===== src/design/strobed_beacon_rendezvous_mac_defines.svh =====
// Assertion macros shared by the strobed beacon rendezvous MAC.
// Depends on nothing; included by the files that carry assertions.
`ifndef STROBED_BEACON_RENDEZVOUS_MAC_DEFINES_SVH
`define STROBED_BEACON_RENDEZVOUS_MAC_DEFINES_SVH

// same-cycle implication
`define SBRM_ASSERT_NOW(label, clk, rst_n, ante, cons) \
	label: assert property (@(posedge clk) disable iff (!rst_n) (ante) |-> (cons)) \
		else $error("sbrm: assertion failed");

// next-cycle implication
`define SBRM_ASSERT_NEXT(label, clk, rst_n, ante, cons) \
	label: assert property (@(posedge clk) disable iff (!rst_n) (ante) |=> (cons)) \
		else $error("sbrm: assertion failed");

`endif


===== src/design/sbrm_pkg.sv =====
// Types and constants of the strobed beacon rendezvous MAC.
// Depends on nothing; used by sbrm_core, the top level and the testbench.
package sbrm_pkg;

	typedef enum logic [1:0] {
		PH_IDLE   = 2'd0,
		PH_LISTEN = 2'd1,
		PH_STROBE = 2'd2
	} phase_t;

	localparam logic [1:0] CMD_START = 2'd0;
	localparam logic [1:0] CMD_TICK  = 2'd1;
	localparam logic [1:0] CMD_PKT   = 2'd2;

	localparam logic [1:0] PKT_BEACON = 2'd0;
	localparam logic [1:0] PKT_ACK    = 2'd1;

	localparam logic [1:0] TX_BEACON = 2'd0;
	localparam logic [1:0] TX_ACK    = 2'd1;
	localparam logic [1:0] TX_SELECT = 2'd2;

	localparam logic [2:0] RX_NONE      = 3'd0;
	localparam logic [2:0] RX_OK        = 3'd1;
	localparam logic [2:0] RX_TIMEOUT   = 3'd2;
	localparam logic [2:0] RX_CRC_FAIL  = 3'd3;
	localparam logic [2:0] RX_BAD_ADDR  = 3'd4;

	localparam int REG_IDX_W = 2;
	localparam logic [REG_IDX_W-1:0] REG_OWN_ID     = 2'd0;
	localparam logic [REG_IDX_W-1:0] REG_LISTEN     = 2'd1;
	localparam logic [REG_IDX_W-1:0] REG_ACK_WAIT   = 2'd2;
	localparam logic [REG_IDX_W-1:0] REG_STROBE_WIN = 2'd3;

	localparam int CFG_W     = 20;
	localparam int ELAPSED_W = 21;

	localparam logic [15:0]      LISTEN_RST     = 16'd32;
	localparam logic [15:0]      ACK_WAIT_RST   = 16'd16;
	localparam logic [CFG_W-1:0] STROBE_WIN_RST = 20'h10000;

	typedef struct packed {
		logic [1:0]  command;
		logic [15:0] rendezvous_in;
		logic [1:0]  pkt_type;
		logic        pkt_crc_ok;
		logic [15:0] pkt_src;
		logic [15:0] pkt_dst;
	} item_t;

	typedef struct packed {
		logic        tx_valid;
		logic [1:0]  tx_type;
		logic [15:0] tx_dst;
		logic [15:0] tx_rendezvous;
		logic        round_done;
		logic [15:0] meas_rdv;
		logic [2:0]  rx_status;
		logic        busy_res;
	} result_t;

	typedef struct packed {
		logic [15:0]      own_id;
		logic [15:0]      listen_ticks;
		logic [15:0]      ack_wait_ticks;
		logic [CFG_W-1:0] strobe_window_ticks;
	} cfg_t;

endpackage


===== src/design/sbrm_chan_if.sv =====
// Valid/ready channel carrying one word of a given type.
// Depends on nothing; the word type comes in as a parameter.
interface sbrm_chan_if #(parameter type word_t = logic) ();
	logic  valid;
	logic  ready;
	word_t data;

	modport source(output valid, output data, input ready);
	modport sink(input valid, input data, output ready);
endinterface


===== src/design/sbrm_core.sv =====
// Round state of the MAC and the combinational step that updates it.
// Depends on sbrm_pkg.
module sbrm_core (
	input  logic             clk,
	input  logic             arst_n,
	input  logic             step,
	input  sbrm_pkg::item_t  item,
	input  sbrm_pkg::cfg_t   cfg,
	output sbrm_pkg::result_t res
);
	import sbrm_pkg::*;

	phase_t                 phase_q, phase_d;
	logic [15:0]            timer_q, timer_d;
	logic [ELAPSED_W-1:0]   elapsed_q, elapsed_d;
	logic [15:0]            adv_q, adv_d;
	logic [15:0]            meas_q, meas_d;

	logic [2:0]             st;
	logic                   good_ack;
	logic                   good_beacon;
	logic                   timer_exp;
	logic [ELAPSED_W-1:0]   elapsed_inc;
	logic [ELAPSED_W-1:0]   tick_elapsed;
	logic [ELAPSED_W-1:0]   win_ext;
	logic                   tick_open;
	logic                   pkt_open;
	logic [15:0]            meas_ack;
	logic                   active;

	// wrong address wins over a bad CRC
	always_comb begin
		if (item.pkt_dst != 16'd0 && item.pkt_dst != cfg.own_id) begin
			st = RX_BAD_ADDR;
		end else if (!item.pkt_crc_ok) begin
			st = RX_CRC_FAIL;
		end else begin
			st = RX_OK;
		end
	end

	assign good_ack     = (st == RX_OK) && (item.pkt_type == PKT_ACK);
	assign good_beacon  = (st == RX_OK) && (item.pkt_type == PKT_BEACON);
	assign timer_exp    = (timer_q <= 16'd1);
	assign elapsed_inc  = (&elapsed_q) ? elapsed_q : elapsed_q + ELAPSED_W'(1);
	assign tick_elapsed = (phase_q == PH_STROBE) ? elapsed_inc : '0;
	assign win_ext      = ELAPSED_W'(cfg.strobe_window_ticks);
	assign tick_open    = (tick_elapsed < win_ext);
	assign pkt_open     = (elapsed_q < win_ext);
	assign meas_ack     = (elapsed_q[ELAPSED_W-1:16] == '0) ? elapsed_q[15:0] : 16'd0;
	assign active       = (phase_q == PH_LISTEN) || (phase_q == PH_STROBE);

	// next state
	always_comb begin
		phase_d   = active ? phase_q : PH_IDLE;
		timer_d   = timer_q;
		elapsed_d = elapsed_q;
		adv_d     = adv_q;
		meas_d    = meas_q;
		unique case (item.command)
			CMD_START: begin
				adv_d     = item.rendezvous_in;
				meas_d    = 16'd0;
				elapsed_d = '0;
				timer_d   = cfg.listen_ticks;
				phase_d   = PH_LISTEN;
			end
			CMD_TICK: begin
				if (active) begin
					elapsed_d = tick_elapsed;
					if (timer_exp) begin
						timer_d = tick_open ? cfg.ack_wait_ticks : 16'd0;
						phase_d = tick_open ? PH_STROBE : PH_IDLE;
					end else begin
						timer_d = timer_q - 16'd1;
					end
				end
			end
			CMD_PKT: begin
				if (phase_q == PH_LISTEN) begin
					phase_d = PH_IDLE;
				end else if (phase_q == PH_STROBE) begin
					if (good_ack) begin
						meas_d  = meas_ack;
						phase_d = PH_IDLE;
					end else if (pkt_open) begin
						timer_d = cfg.ack_wait_ticks;
					end else begin
						phase_d = PH_IDLE;
					end
				end
			end
			default: begin
			end
		endcase
	end

	// result word
	always_comb begin
		res = '0;
		unique case (item.command)
			CMD_TICK: begin
				if (active && timer_exp) begin
					res.rx_status = RX_TIMEOUT;
					if (tick_open) begin
						res.tx_valid      = 1'b1;
						res.tx_type       = TX_BEACON;
						res.tx_rendezvous = adv_q;
					end else begin
						res.round_done = 1'b1;
						res.meas_rdv   = meas_q;
					end
				end
			end
			CMD_PKT: begin
				if (phase_q == PH_LISTEN) begin
					res.rx_status  = st;
					res.round_done = 1'b1;
					res.meas_rdv   = meas_q;
					if (good_beacon) begin
						res.tx_valid      = 1'b1;
						res.tx_type       = TX_ACK;
						res.tx_dst        = item.pkt_src;
						res.tx_rendezvous = adv_q;
					end
				end else if (phase_q == PH_STROBE) begin
					res.rx_status = st;
					if (good_ack) begin
						res.tx_valid      = 1'b1;
						res.tx_type       = TX_SELECT;
						res.tx_dst        = item.pkt_src;
						res.tx_rendezvous = adv_q;
						res.round_done    = 1'b1;
						res.meas_rdv      = meas_ack;
					end else if (pkt_open) begin
						res.tx_valid      = 1'b1;
						res.tx_type       = TX_BEACON;
						res.tx_rendezvous = adv_q;
					end else begin
						res.round_done = 1'b1;
						res.meas_rdv   = meas_q;
					end
				end
			end
			default: begin
			end
		endcase
		res.busy_res = (phase_d != PH_IDLE);
	end

	always_ff @(posedge clk or negedge arst_n) begin
		if (!arst_n) begin
			phase_q   <= PH_IDLE;
			timer_q   <= 16'd0;
			elapsed_q <= '0;
			adv_q     <= 16'd0;
			meas_q    <= 16'd0;
		end else if (step) begin
			phase_q   <= phase_d;
			timer_q   <= timer_d;
			elapsed_q <= elapsed_d;
			adv_q     <= adv_d;
			meas_q    <= meas_d;
		end
	end

endmodule


===== src/design/strobed_beacon_rendezvous_mac.sv =====
// Top level of the strobed beacon rendezvous MAC: config registers, input and result registers.
// Depends on sbrm_pkg, sbrm_chan_if, sbrm_core and the assertion macro header.
//
// One word in, one result word out. Commands are start, timer tick and packet received.
// Each word is held in the input register, where sbrm_core works out the result
// and the round state update, then sits in the result register until taken; a new word
// is taken every cycle while the result side keeps up. The result register is the only
// thing that sets the rate. Config writes belong to idle periods.
`include "strobed_beacon_rendezvous_mac_defines.svh"

module strobed_beacon_rendezvous_mac (
	input  logic                            clk,
	input  logic                            arst_n,
	input  logic                            wr_en,
	input  logic [sbrm_pkg::REG_IDX_W-1:0]  wr_idx,
	input  logic [sbrm_pkg::CFG_W-1:0]      wr_data,
	sbrm_chan_if.sink                       items,
	sbrm_chan_if.source                     results
);
	import sbrm_pkg::*;

	cfg_t    cfg_q;
	item_t   item_s1;
	logic    valid_s1;
	result_t res_d;
	result_t res_q;
	logic    out_valid_q;
	logic    advance;

	assign advance       = valid_s1 && (!out_valid_q || results.ready);
	assign items.ready   = !valid_s1 || advance;
	assign results.valid = out_valid_q;
	assign results.data  = res_q;

	always_ff @(posedge clk or negedge arst_n) begin
		if (!arst_n) begin
			cfg_q.own_id              <= 16'd0;
			cfg_q.listen_ticks        <= LISTEN_RST;
			cfg_q.ack_wait_ticks      <= ACK_WAIT_RST;
			cfg_q.strobe_window_ticks <= STROBE_WIN_RST;
		end else if (wr_en) begin
			unique case (wr_idx)
				REG_OWN_ID:     cfg_q.own_id              <= wr_data[15:0];
				REG_LISTEN:     cfg_q.listen_ticks        <= wr_data[15:0];
				REG_ACK_WAIT:   cfg_q.ack_wait_ticks      <= wr_data[15:0];
				REG_STROBE_WIN: cfg_q.strobe_window_ticks <= wr_data;
				default: begin
				end
			endcase
		end
	end

	always_ff @(posedge clk or negedge arst_n) begin
		if (!arst_n) begin
			valid_s1 <= 1'b0;
		end else if (items.ready) begin
			valid_s1 <= items.valid;
		end
	end

	always_ff @(posedge clk) begin
		if (items.ready && items.valid) begin
			item_s1 <= items.data;
		end
	end

	sbrm_core u_core (
		.clk    (clk),
		.arst_n (arst_n),
		.step   (advance),
		.item   (item_s1),
		.cfg    (cfg_q),
		.res    (res_d)
	);

	always_ff @(posedge clk or negedge arst_n) begin
		if (!arst_n) begin
			out_valid_q <= 1'b0;
		end else if (advance) begin
			out_valid_q <= 1'b1;
		end else if (results.ready) begin
			out_valid_q <= 1'b0;
		end
	end

	always_ff @(posedge clk) begin
		if (advance) begin
			res_q <= res_d;
		end
	end

	`SBRM_ASSERT_NEXT(a_advance_fills_out, clk, arst_n, advance, out_valid_q)
	`SBRM_ASSERT_NEXT(a_stalled_word_kept, clk, arst_n, valid_s1 && !advance, valid_s1)
	`SBRM_ASSERT_NOW(a_done_not_busy, clk, arst_n, out_valid_q && res_q.round_done, !res_q.busy_res)
	`SBRM_ASSERT_NOW(a_select_ends_round, clk, arst_n, out_valid_q && res_q.tx_valid && res_q.tx_type == TX_SELECT, res_q.round_done)
	`SBRM_ASSERT_NOW(a_beacon_keeps_busy, clk, arst_n, out_valid_q && res_q.tx_valid && res_q.tx_type == TX_BEACON, res_q.busy_res)

endmodule


===== src/flat_wrapper.sv =====
// flat-port wrapper written by rule: the top's interface ports become plain ports
module strobed_beacon_rendezvous_mac_flat import sbrm_pkg::*;
  (clk, arst_n, wr_en, wr_idx, wr_data, items_valid, items_data, items_ready, results_valid, results_data, results_ready);
  sbrm_chan_if #(.word_t(item_t)) items_i ();
  sbrm_chan_if #(.word_t(result_t)) results_i ();
  input  logic clk;
  input  logic arst_n;
  input  logic wr_en;
  input  logic [sbrm_pkg::REG_IDX_W-1:0] wr_idx;
  input  logic [sbrm_pkg::CFG_W-1:0] wr_data;
  input wire logic [$bits(items_i.valid)-1:0] items_valid;
  input wire logic [$bits(items_i.data)-1:0] items_data;
  output wire logic [$bits(items_i.ready)-1:0] items_ready;
  output wire logic [$bits(results_i.valid)-1:0] results_valid;
  output wire logic [$bits(results_i.data)-1:0] results_data;
  input wire logic [$bits(results_i.ready)-1:0] results_ready;
  assign items_i.valid = items_valid;
  assign items_i.data = items_data;
  assign items_ready = items_i.ready;
  assign results_valid = results_i.valid;
  assign results_data = results_i.data;
  assign results_i.ready = results_ready;
  strobed_beacon_rendezvous_mac u_core (.clk(clk), .arst_n(arst_n), .wr_en(wr_en), .wr_idx(wr_idx), .wr_data(wr_data), .items(items_i), .results(results_i));
endmodule

===== config.mk =====
export PLATFORM = sky130hd
export DESIGN_NAME = strobed_beacon_rendezvous_mac_flat
export DESIGN_NICKNAME = d
export VERILOG_FILES = /design/src/design/sbrm_pkg.sv /design/src/design/sbrm_chan_if.sv /design/src/design/sbrm_core.sv /design/src/design/strobed_beacon_rendezvous_mac.sv /design/src/flat_wrapper.sv
export VERILOG_INCLUDE_DIRS = /design/src /design/src/design
export SDC_FILE = /design/constraint.sdc
export NUM_CORES = 1
export LEC_CHECK = 0
export BUFFER_PORTS_ARGS = -buffer_cell sky130_fd_sc_hd__buf_2
export CAP_MARGIN = 20
export CORE_ASPECT_RATIO = 1.4
export CORE_MARGIN = 5
export CORE_UTILIZATION = 45
export CTS_CLUSTER_DIAMETER = 60
export DETAILED_ROUTE_END_ITERATION = 7
export PLACE_DENSITY = 0.62
export SYNTH_ARGS = -nofsm -noshare
export SYNTH_HDL_FRONTEND = slang
export SYNTH_SLANG_ARGS = --single-unit

===== constraint.sdc =====
create_clock -name clk -period 13 [get_ports clk]
set_input_delay 2.6 -clock clk [delete_from_list [all_inputs] [get_ports clk]]
set_output_delay 2.6 -clock clk [all_outputs]
set_load 0.02 [all_outputs]

==> flow_summary_export.csv, run 1 <==
group,metric,value,unit
logic_synthesis,yosysUniqueCellTypes,72,
critical_path,path_max_fanout,3,
routing,drt_iter0_markers,455,
global_routing,antenna_found_initial,1,
global_routing,gr-usage-all-layers,0.177,
global_routing,grt_pass1_wl,42400,um
timing,finalHoldViolations,0,
placed_design,gp_congestion,0.835,
run_status,outcome,"completed",
timing,drv_slew,0,
pwr,p_switching,0.572,mW
routing,antenna_left,0,
cts,cts_tree,"built",
routing,viasPerCell,5.57,
routing,detail_route.wl_per_cell,18.7,um
timing,tns,0,ns
timing,period_needed,5.66,ns
routing,dr_wl_met3,1220,um
placed_design,dp_hpwl,19000,um
timing,fmax,177,MHz
cts,cts_setup_buffers,0,
routing,top_layer,"met4",
critical_path,reg2reg_from,"u_core.u_core.elapsed_q[9]",
die,num_rows,70,
critical_path,critPathTopFamily,"buffers and inverters",
run,cap_violations,0,
critical_path,crit_required,10.40,ns
timing,hold_ws,0.473,ns
timing,finClkSkew,0.0115,ns
logic_synthesis,synth.cell_area,11700,um^2
logic_synthesis,ys_seq_elements,250,
hold_path,hp-start,"u_core.item_s1[49]",
critical_path,cp_num_buf_inv,2,
pwr,power_switching_share,0.270,
cts,hold_buffers,0,
pwr,p_int,1.54,mW
critical_path,cp_slowest_cell,"nand3b_1",
logic_synthesis,avgSynthCellArea,12.6,um^2
routing,drcViolationCount,0,
cts,numClockSinks,250,
die,core,25900,um^2
pwr,comb_power_share,0.152,
cts,insertion_delay,0.53,ns
logic_synthesis,syn-num-nets,1064,
critical_path,arrival,3.06,ns
cts,root_buffer,"clkbuf_16",
global_routing,first_global_vias,7820,
cts,clk_pin_slew_worst_paths,0.06,ns
logic_synthesis,synthesis.instances,935,
cts,htreeDepth,1,
routing,finalWirelength,26300,um
die,die_w,146,um
pwr,p_leak,5.78,nW
routing,num_vias,7849,
timing,maxSlewHeadroom,0.319,
cts,cts_resized,0,
logic_synthesis,synth_edf_count,109,
pwr,pwr_density_cell,155,nW/um^2
logic_synthesis,ys_warn_count,0,
pwr,clkPwrFrac,0.369,
pwr,p_seq_frac,0.479,
pwr,vdd_drop_max,0.000118,V
routing,drtPass1Iterations,5,
logic_synthesis,seq_area_frac_synth,0.580,
global_routing,grt_max_degree,81,
timing,setup_violations,0,
logic_synthesis,ys.flop_type,"dfrtp_1",
critical_path,path_cells,"buf_2 > nand3b_1 > buf_2",
placed_design,port_buffers,137,
layout,fin_nets,1194,
timing,period_share,0.435,
timing,grt_setup_unrepaired,"false",
timing,tightest_slew,1.02,ns
layout,drive_gt1_frac,0.270,
critical_path,critical-path-max-stage-delay,0.18,ns
die,dieArea,29500,um^2
layout,syn_to_final_growth,16.1,%
critical_path,crit_start,"results_ready",
hold_path,hp-class,"reg2reg",
cts,numCtsBuffers,26,
global_routing,grt-ovfl-total,0,
die,start_util,0.453,
routing,route.met2.wl,13600,um
die,die_h,201,um
logic_synthesis,async_reset_ff_frac,0.564,
critical_path,path_common_cell,"buf_2",
critical_path,path_class,"in2out",
cts,ctsLongestPathBuffers,3,
critical_path,critPathCaptureType,"output pin",
die,io_pins,138,
routing,met1_length,10700,um
critical_path,startpoint_type,"primary input",
[path summary, 6_finish.rpt]
path / endpoint / slack (ns) / depth (start not counted)
max in group asynchronous: u_core.valid_s1 / 9.58 / 2
worst min register to register: u_core.u_core.adv_q[14] / 0.47 / 1
min in group asynchronous: u_core.cfg_q[10] / 2.11 / 1
worst max register to register: u_core.results.data[13] / 7.75 / 15
worst min-delay path: u_core.u_core.adv_q[14] / 0.47 / 1
worst max-delay path: items_ready / 7.34 / 3
[layer usage]
metal  vias up  GRT usage
met3        47     0.0257
met5         -          0
met1      3863      0.222
met2       195      0.318
met4         0     0.0531
li1       3744          -
[through the flow]
step	area, um^2	util	power, mW	instances	setup WS [ns]
3_5_place_dp	12700	0.491	1.35	1361	7.35
3_3_place_gp	12700	0.490	1.34	1360	7.36
4_1_cts	13600	0.526	2.14	1409	7.34
2_1_floorplan	11700	-	1.24	935	7.52
5_1_grt	13600	0.526	2.22	1410	7.29
6_report	13600	0.526	2.12	1410	7.34
[cell families after synthesis]
| kind of cell | Yosys count | share of synthesized area |
|---|---|---|
| flops | 250 | 0.580 |
| simple gates | 242 | 0.111 |
| compound gates | 189 | 0.118 |
| mux | 85 | 0.0815 |
| buf+inv | 80 | 0.0283 |
| fa+ha+maj | 49 | 0.0522 |
| xor+xnor | 40 | 0.0299 |
[worst register-to-register path, stage by stage, from the launching register on]
cell and delay, ns:
dfrtp_1 0.57, nand3_1 0.25, or3_4 0.46, o2111ai_1 0.53
nor2_1 0.31, nand3_1 0.20, xor2_1 0.17, nor2_1 0.06
ha_1 0.31, nand4_1 0.13, nor4_1 0.61, nand3_1 0.17
o211ai_2 0.28, nor2_1 0.13, o32ai_4 0.68, a22o_1 0.27
[power by group through the flow]
stage	sequential [mW]	clock [mW]	combinational [mW]
6_report	1.01	0.781	0.322
5_1_grt	1.03	0.831	0.363
4_1_cts	1.01	0.801	0.326
3_5_place_dp	1.03	0	0.325
3_3_place_gp	1.02	0	0.317
2_1_floorplan	1.02	0	0.218
[cell usage after synthesis, drive strengths merged, types with 2 or more instances]
cell	instances	share of area
a211oi	4	0.0030
a21o	10	0.0064
a21oi	28	0.012
a221o	4	0.0034
a222oi	4	0.0034
a22o	27	0.020
a22oi	9	0.0058
a31oi	14	0.0093
a32o	14	0.012
and2	40	0.021
and3	4	0.0021
buf	14	0.0070
clkbuf	28	0.0091
dfrtp	138	0.29
dfstp	3	0.0067
edfxtp	109	0.28
ha	49	0.052
inv	37	0.012
mux2	84	0.081
nand2	44	0.014
nand2b	9	0.0048
nand3	18	0.0081
nand3b	5	0.0032
nand4	15	0.0080
nor2	58	0.019
nor3	12	0.0061
nor3b	3	0.0019
nor4	14	0.0087
o2111ai	2	0.0015
o211a	3	0.0026
o211ai	3	0.0023
o21a	3	0.0019
o21ai	44	0.019
o31ai	10	0.0064
or2	2	0.0011
or3	4	0.0026
or4	8	0.0058
xnor2	9	0.0067
xor2	31	0.023
[cells in the final DEF, fill, tap and decap left out, types with 3 or more instances in the layout]
cell	synthesis	final
or4_1	6	6
clkinv_2	0	5
a22o_1	27	27
xnor2_1	9	9
a32o_1	14	14
a21o_1	10	10
a222oi_1	4	4
o21a_1	3	3
clkinv_1	1	6
and2_1	39	38
mux2_2	84	84
bufinv_16	0	5
edfxtp_1	109	109
and3_1	4	4
ha_1	49	49
a21oi_1	28	28
o211a_1	3	3
buf_2	9	136
o31ai_1	10	9
clkbuf_16	0	26
or3_1	3	3
a211oi_1	3	3
buf_4	1	7
nor2_1	58	58
a22oi_1	9	9
o21ai_0	43	43
nand4_1	15	15
dfstp_2	3	3
dfrtp_1	138	138
xor2_1	31	31
a31oi_1	12	12
a221o_1	4	4
inv_1	37	36
nand3_1	17	17
nor3_1	11	11
nand2_1	44	44
nor4_1	13	13
nand3b_1	5	5
nand2b_1	9	9
[state kept, by name (all words and copies together) (netlist names)]
name,cells
u_core.results.valid,1
u_core.valid_s1,1
u_core.u_core.meas_q,16
u_core.item_s1,53
u_core.u_core.elapsed_q,21
u_core.results.data,56
u_core.u_core.adv_q,16
u_core.cfg_q,68
u_core.u_core.timer_q,16
u_core.u_core.phase_q,2
[area by class of cell]
| class | count | area, um^2 |
|---|---|---|
| sequential | 250 | 6810 |
| clock inverter | 22 | 260 |
| inverter | 38 | 143 |
| timing repair buffer | 144 | 744 |
| tap | 324 | 405 |
| clock buffer | 26 | 651 |
| fill | 2276 | 12300 |
| multi-input combinational | 605 | 4620 |
| antenna | 1 | 2.50 |
Note: power is estimated with default switching activity, not from simulation.
==> inputs of run 2 (changes only) <==
--- a/config.mk
+++ b/config.mk
@@ -6,6 +6,7 @@
 export SDC_FILE = /design/constraint.sdc
 export NUM_CORES = 1
 export LEC_CHECK = 0
+export ABC_AREA = 1
 export BUFFER_PORTS_ARGS = -buffer_cell sky130_fd_sc_hd__buf_2
 export CAP_MARGIN = 20
 export CORE_ASPECT_RATIO = 1.4
==> constraint.sdc (replaced) <==
create_clock -name clk -period 5.8 [get_ports clk]
set_input_delay 1.16 -clock clk [delete_from_list [all_inputs] [get_ports clk]]
set_output_delay 1.16 -clock clk [all_outputs]
set_load 0.02 [all_outputs]
==> run 2 against run 1 <==
- combinational power grew to 2.7 times the previous value
- wire length is 18% higher
- non-clock buffer count up 2
- register-to-register slack got worse by 6.1 ns
- critical path depth increased by 16
- power increased by 130%
- worst setup slack got worse by 5.7 ns
- via count is 25% higher
- clock skew rose by 0.0046 ns
- largest cell class unchanged
==> flow_summary_export.csv, run 2 <==
group,metric,value,unit
critical_path,path_common_cell,"nand3_1",
critical_path,path_class,"reg2reg",
global_routing,grt-ovfl-total,0,
layout,max_flop_register,"u_core.cfg_q",
die,die_w,152,um
global_routing,first_global_vias,9666,
routing,num_vias,9850,
routing,finalWirelength,31100,um
layout,fin_nets,1685,
critical_path,crit_required,6.04,ns
cts,cts_tree,"built",
timing,tns,0,ns
placed_design,port_buffers,137,
placed_design,placed_cell_area,13700,um^2
global_routing,use_met2,0.338,
routing,drt_iter0_markers,633,
global_routing,gr-usage-all-layers,0.192,
logic_synthesis,yosysUniqueCellTypes,48,
routing,antenna_left,0,
pwr,p_leak,7.00,nW
cts,insertion_delay,0.54,ns
die,num_rows,72,
cts,htreeDepth,1,
timing,tightest_slew,0.967,ns
die,io_pins,138,
die,die_h,209,um
logic_synthesis,synthesis.instances,1429,
timing,setup_violations,0,
timing,finalHoldViolations,0,
logic_synthesis,avgSynthCellArea,8.88,um^2
layout,layout_common_cells,"nand2_1 (344), inv_1 (198), dfrtp_1 (138)",
routing,detail_route.wl_per_cell,16.0,um
timing,finClkSkew,0.0161,ns
cts,ctsLongestPathBuffers,3,
cts,hold_buffers,0,
logic_synthesis,seq_area_frac_synth,0.536,
layout,largest_reg_flops,68,
layout,mostFrequentLayoutCell,"nand2_1",
critical_path,cp_num_buf_inv,2,
critical_path,cp_slowest_cell,"dfrtp_1",
placed_design,dp_hpwl,22900,um
global_routing,antenna_found_initial,1,
critical_path,critPathTopFamily,"simple AND/OR/NAND/NOR gates",
logic_synthesis,ys.flop_type,"dfrtp_1",
routing,viasPerCell,5.06,
global_routing,busiest_layer,"met2",
cts,root_buffer,"clkbuf_16",
placed_design,gp_congestion,0.945,
critical_path,startpoint_type,"flop",
logic_synthesis,synth_top_area_frac,0.272,
global_routing,grt_max_degree,86,
global_routing,use_met3,0.0319,
placed_design,post-place-ws,1.72,ns
timing,maxSlewHeadroom,0.352,
cts,numClockSinks,250,
global_routing,grt_pass1_wl,50400,um
die,start_util,0.457,
logic_synthesis,synth_edf_count,109,
timing,drv_slew,0,
logic_synthesis,synthTopCellsByArea,"dfrtp_1 (27%), edfxtp_1 (26%), nand2_1 (10%)",
run,cap_violations,0,
timing,period_share,0.714,
timing,period_needed,4.14,ns
die,core,27700,um^2
run_status,outcome,"completed",
cts,numCtsBuffers,25,
logic_synthesis,synth_most_common_cell,"nand2_1",
critical_path,path_cells,"ha_1 > nand3_1 > nor2_1 > nand3_1 > nor2_2 > nor2_1 > nand2_1 > o21ai_0 > nand3_1 > inv_1 > ha_1 > a21oi_1 > o21bai_1 > a21oi_1 > o211ai_1 > inv_2 > nand2_2 > nand3_4 > o21ai_0",
pwr,pwr_density_cell,327,nW/um^2
logic_synthesis,syn-num-nets,1558,
timing,setup_slack,1.66,ns
layout,final_util,0.526,
cts,cts_resized,0,
critical_path,critical-path-max-stage-delay,0.51,ns
global_routing,grt_use_met1,0.243,
pwr,vdd_drop_max,0.000206,V
logic_synthesis,synth.cell_area,12700,um^2
critical_path,arrival,4.38,ns
layout,syn_to_final_growth,15.0,%
cts,clk_pin_slew_worst_paths,0.07,ns
cts,cts_setup_buffers,0,
critical_path,critPathCaptureType,"flop",
layout,drive_gt1_frac,0.159,
logic_synthesis,async_reset_ff_frac,0.564,
timing,hold_ws,0.451,ns
logic_synthesis,yosys.area.top_type,"dfrtp_1",
routing,drcViolationCount,0,
timing,fmax,242,MHz
critical_path,path_max_fanout,18,
hold_path,hp-class,"reg2reg",
logic_synthesis,ys_warn_count,0,
die,dieArea,31700,um^2
logic_synthesis,yosys-top-cells-count,"nand2_1 (344), inv_1 (200), dfrtp_1 (138), o21ai_0 (115), edfxtp_1 (109)",
logic_synthesis,ys_seq_elements,250,
critical_path,reg2reg_slack,1.66,ns
routing,drtPass1Iterations,5,
layout,design_area,14600,um^2
timing,grt_setup_unrepaired,"false",
## run 2: through the flow
| step | std cells | power (mW) |
|---|---|---|
| after detailed placement | 1897 | 3.19 |
| after floorplan | 1429 | 2.90 |
| after global placement | 1894 | 3.16 |
| final | 1946 | 4.77 |
| after CTS | 1943 | 4.82 |
| after global routing | 1946 | 5.05 |
## run 2: cells by family after synthesis
kind of cell,after synthesis,share of synthesized area
xor gates and xnor gates,27,0.0186
adders and majority gates,49,0.0483
AOI/OAI and AO/OA,244,0.111
DFF,250,0.536
and+or+nand+nor,605,0.207
buffers and inverters,254,0.0785
## run 2: where the power goes
group | internal, mW | switching (mW)
registers | 2.13 | 0.148
clock network | 0.914 | 0.703
logic | 0.296 | 0.582
total | 3.34 | 1.43
## run 2: area by class of cell
| class | instances | area [um^2] |
|---|---|---|
| fill | 2641 | 13100 |
| sequential | 250 | 6810 |
| multi-input combinational | 925 | 4890 |
| timing repair buffer | 146 | 823 |
| inverter | 208 | 781 |
| clock buffer | 30 | 697 |
| tap | 370 | 463 |
| clock inverter | 16 | 135 |
| antenna | 1 | 2.50 |
## run 2: final timing paths
check | startpoint | end | cells after the start
worst min register to register | u_core.item_s1[45] | u_core.u_core.adv_q[10] | 2
worst max-delay path | u_core.u_core.elapsed_q[0] | u_core.results.data[20] | 19
max in group asynchronous | arst_n | u_core.u_core.meas_q[4] | 2
min in group asynchronous | arst_n | u_core.cfg_q[15] | 1
worst max register to register | u_core.u_core.elapsed_q[0] | u_core.results.data[20] | 19
worst min-delay path | u_core.item_s1[45] | u_core.u_core.adv_q[10] | 2
## run 2: layer usage
layer	up-vias	part of all wire
met4	0	0.026
met1	4561	0.41
met5	-	0
met2	282	0.50
met3	54	0.057
li1	4953	-
## run 2: worst reg2reg max path: cells and delay by family, from the launching register on
kind	cells	cell delay (ns)
and+or+nand+nor	9	1.50
buffers and inverters	2	0.40
DFF	1	0.51
adders and majority gates	2	0.56
AOI/OAI and AO/OA	6	0.87
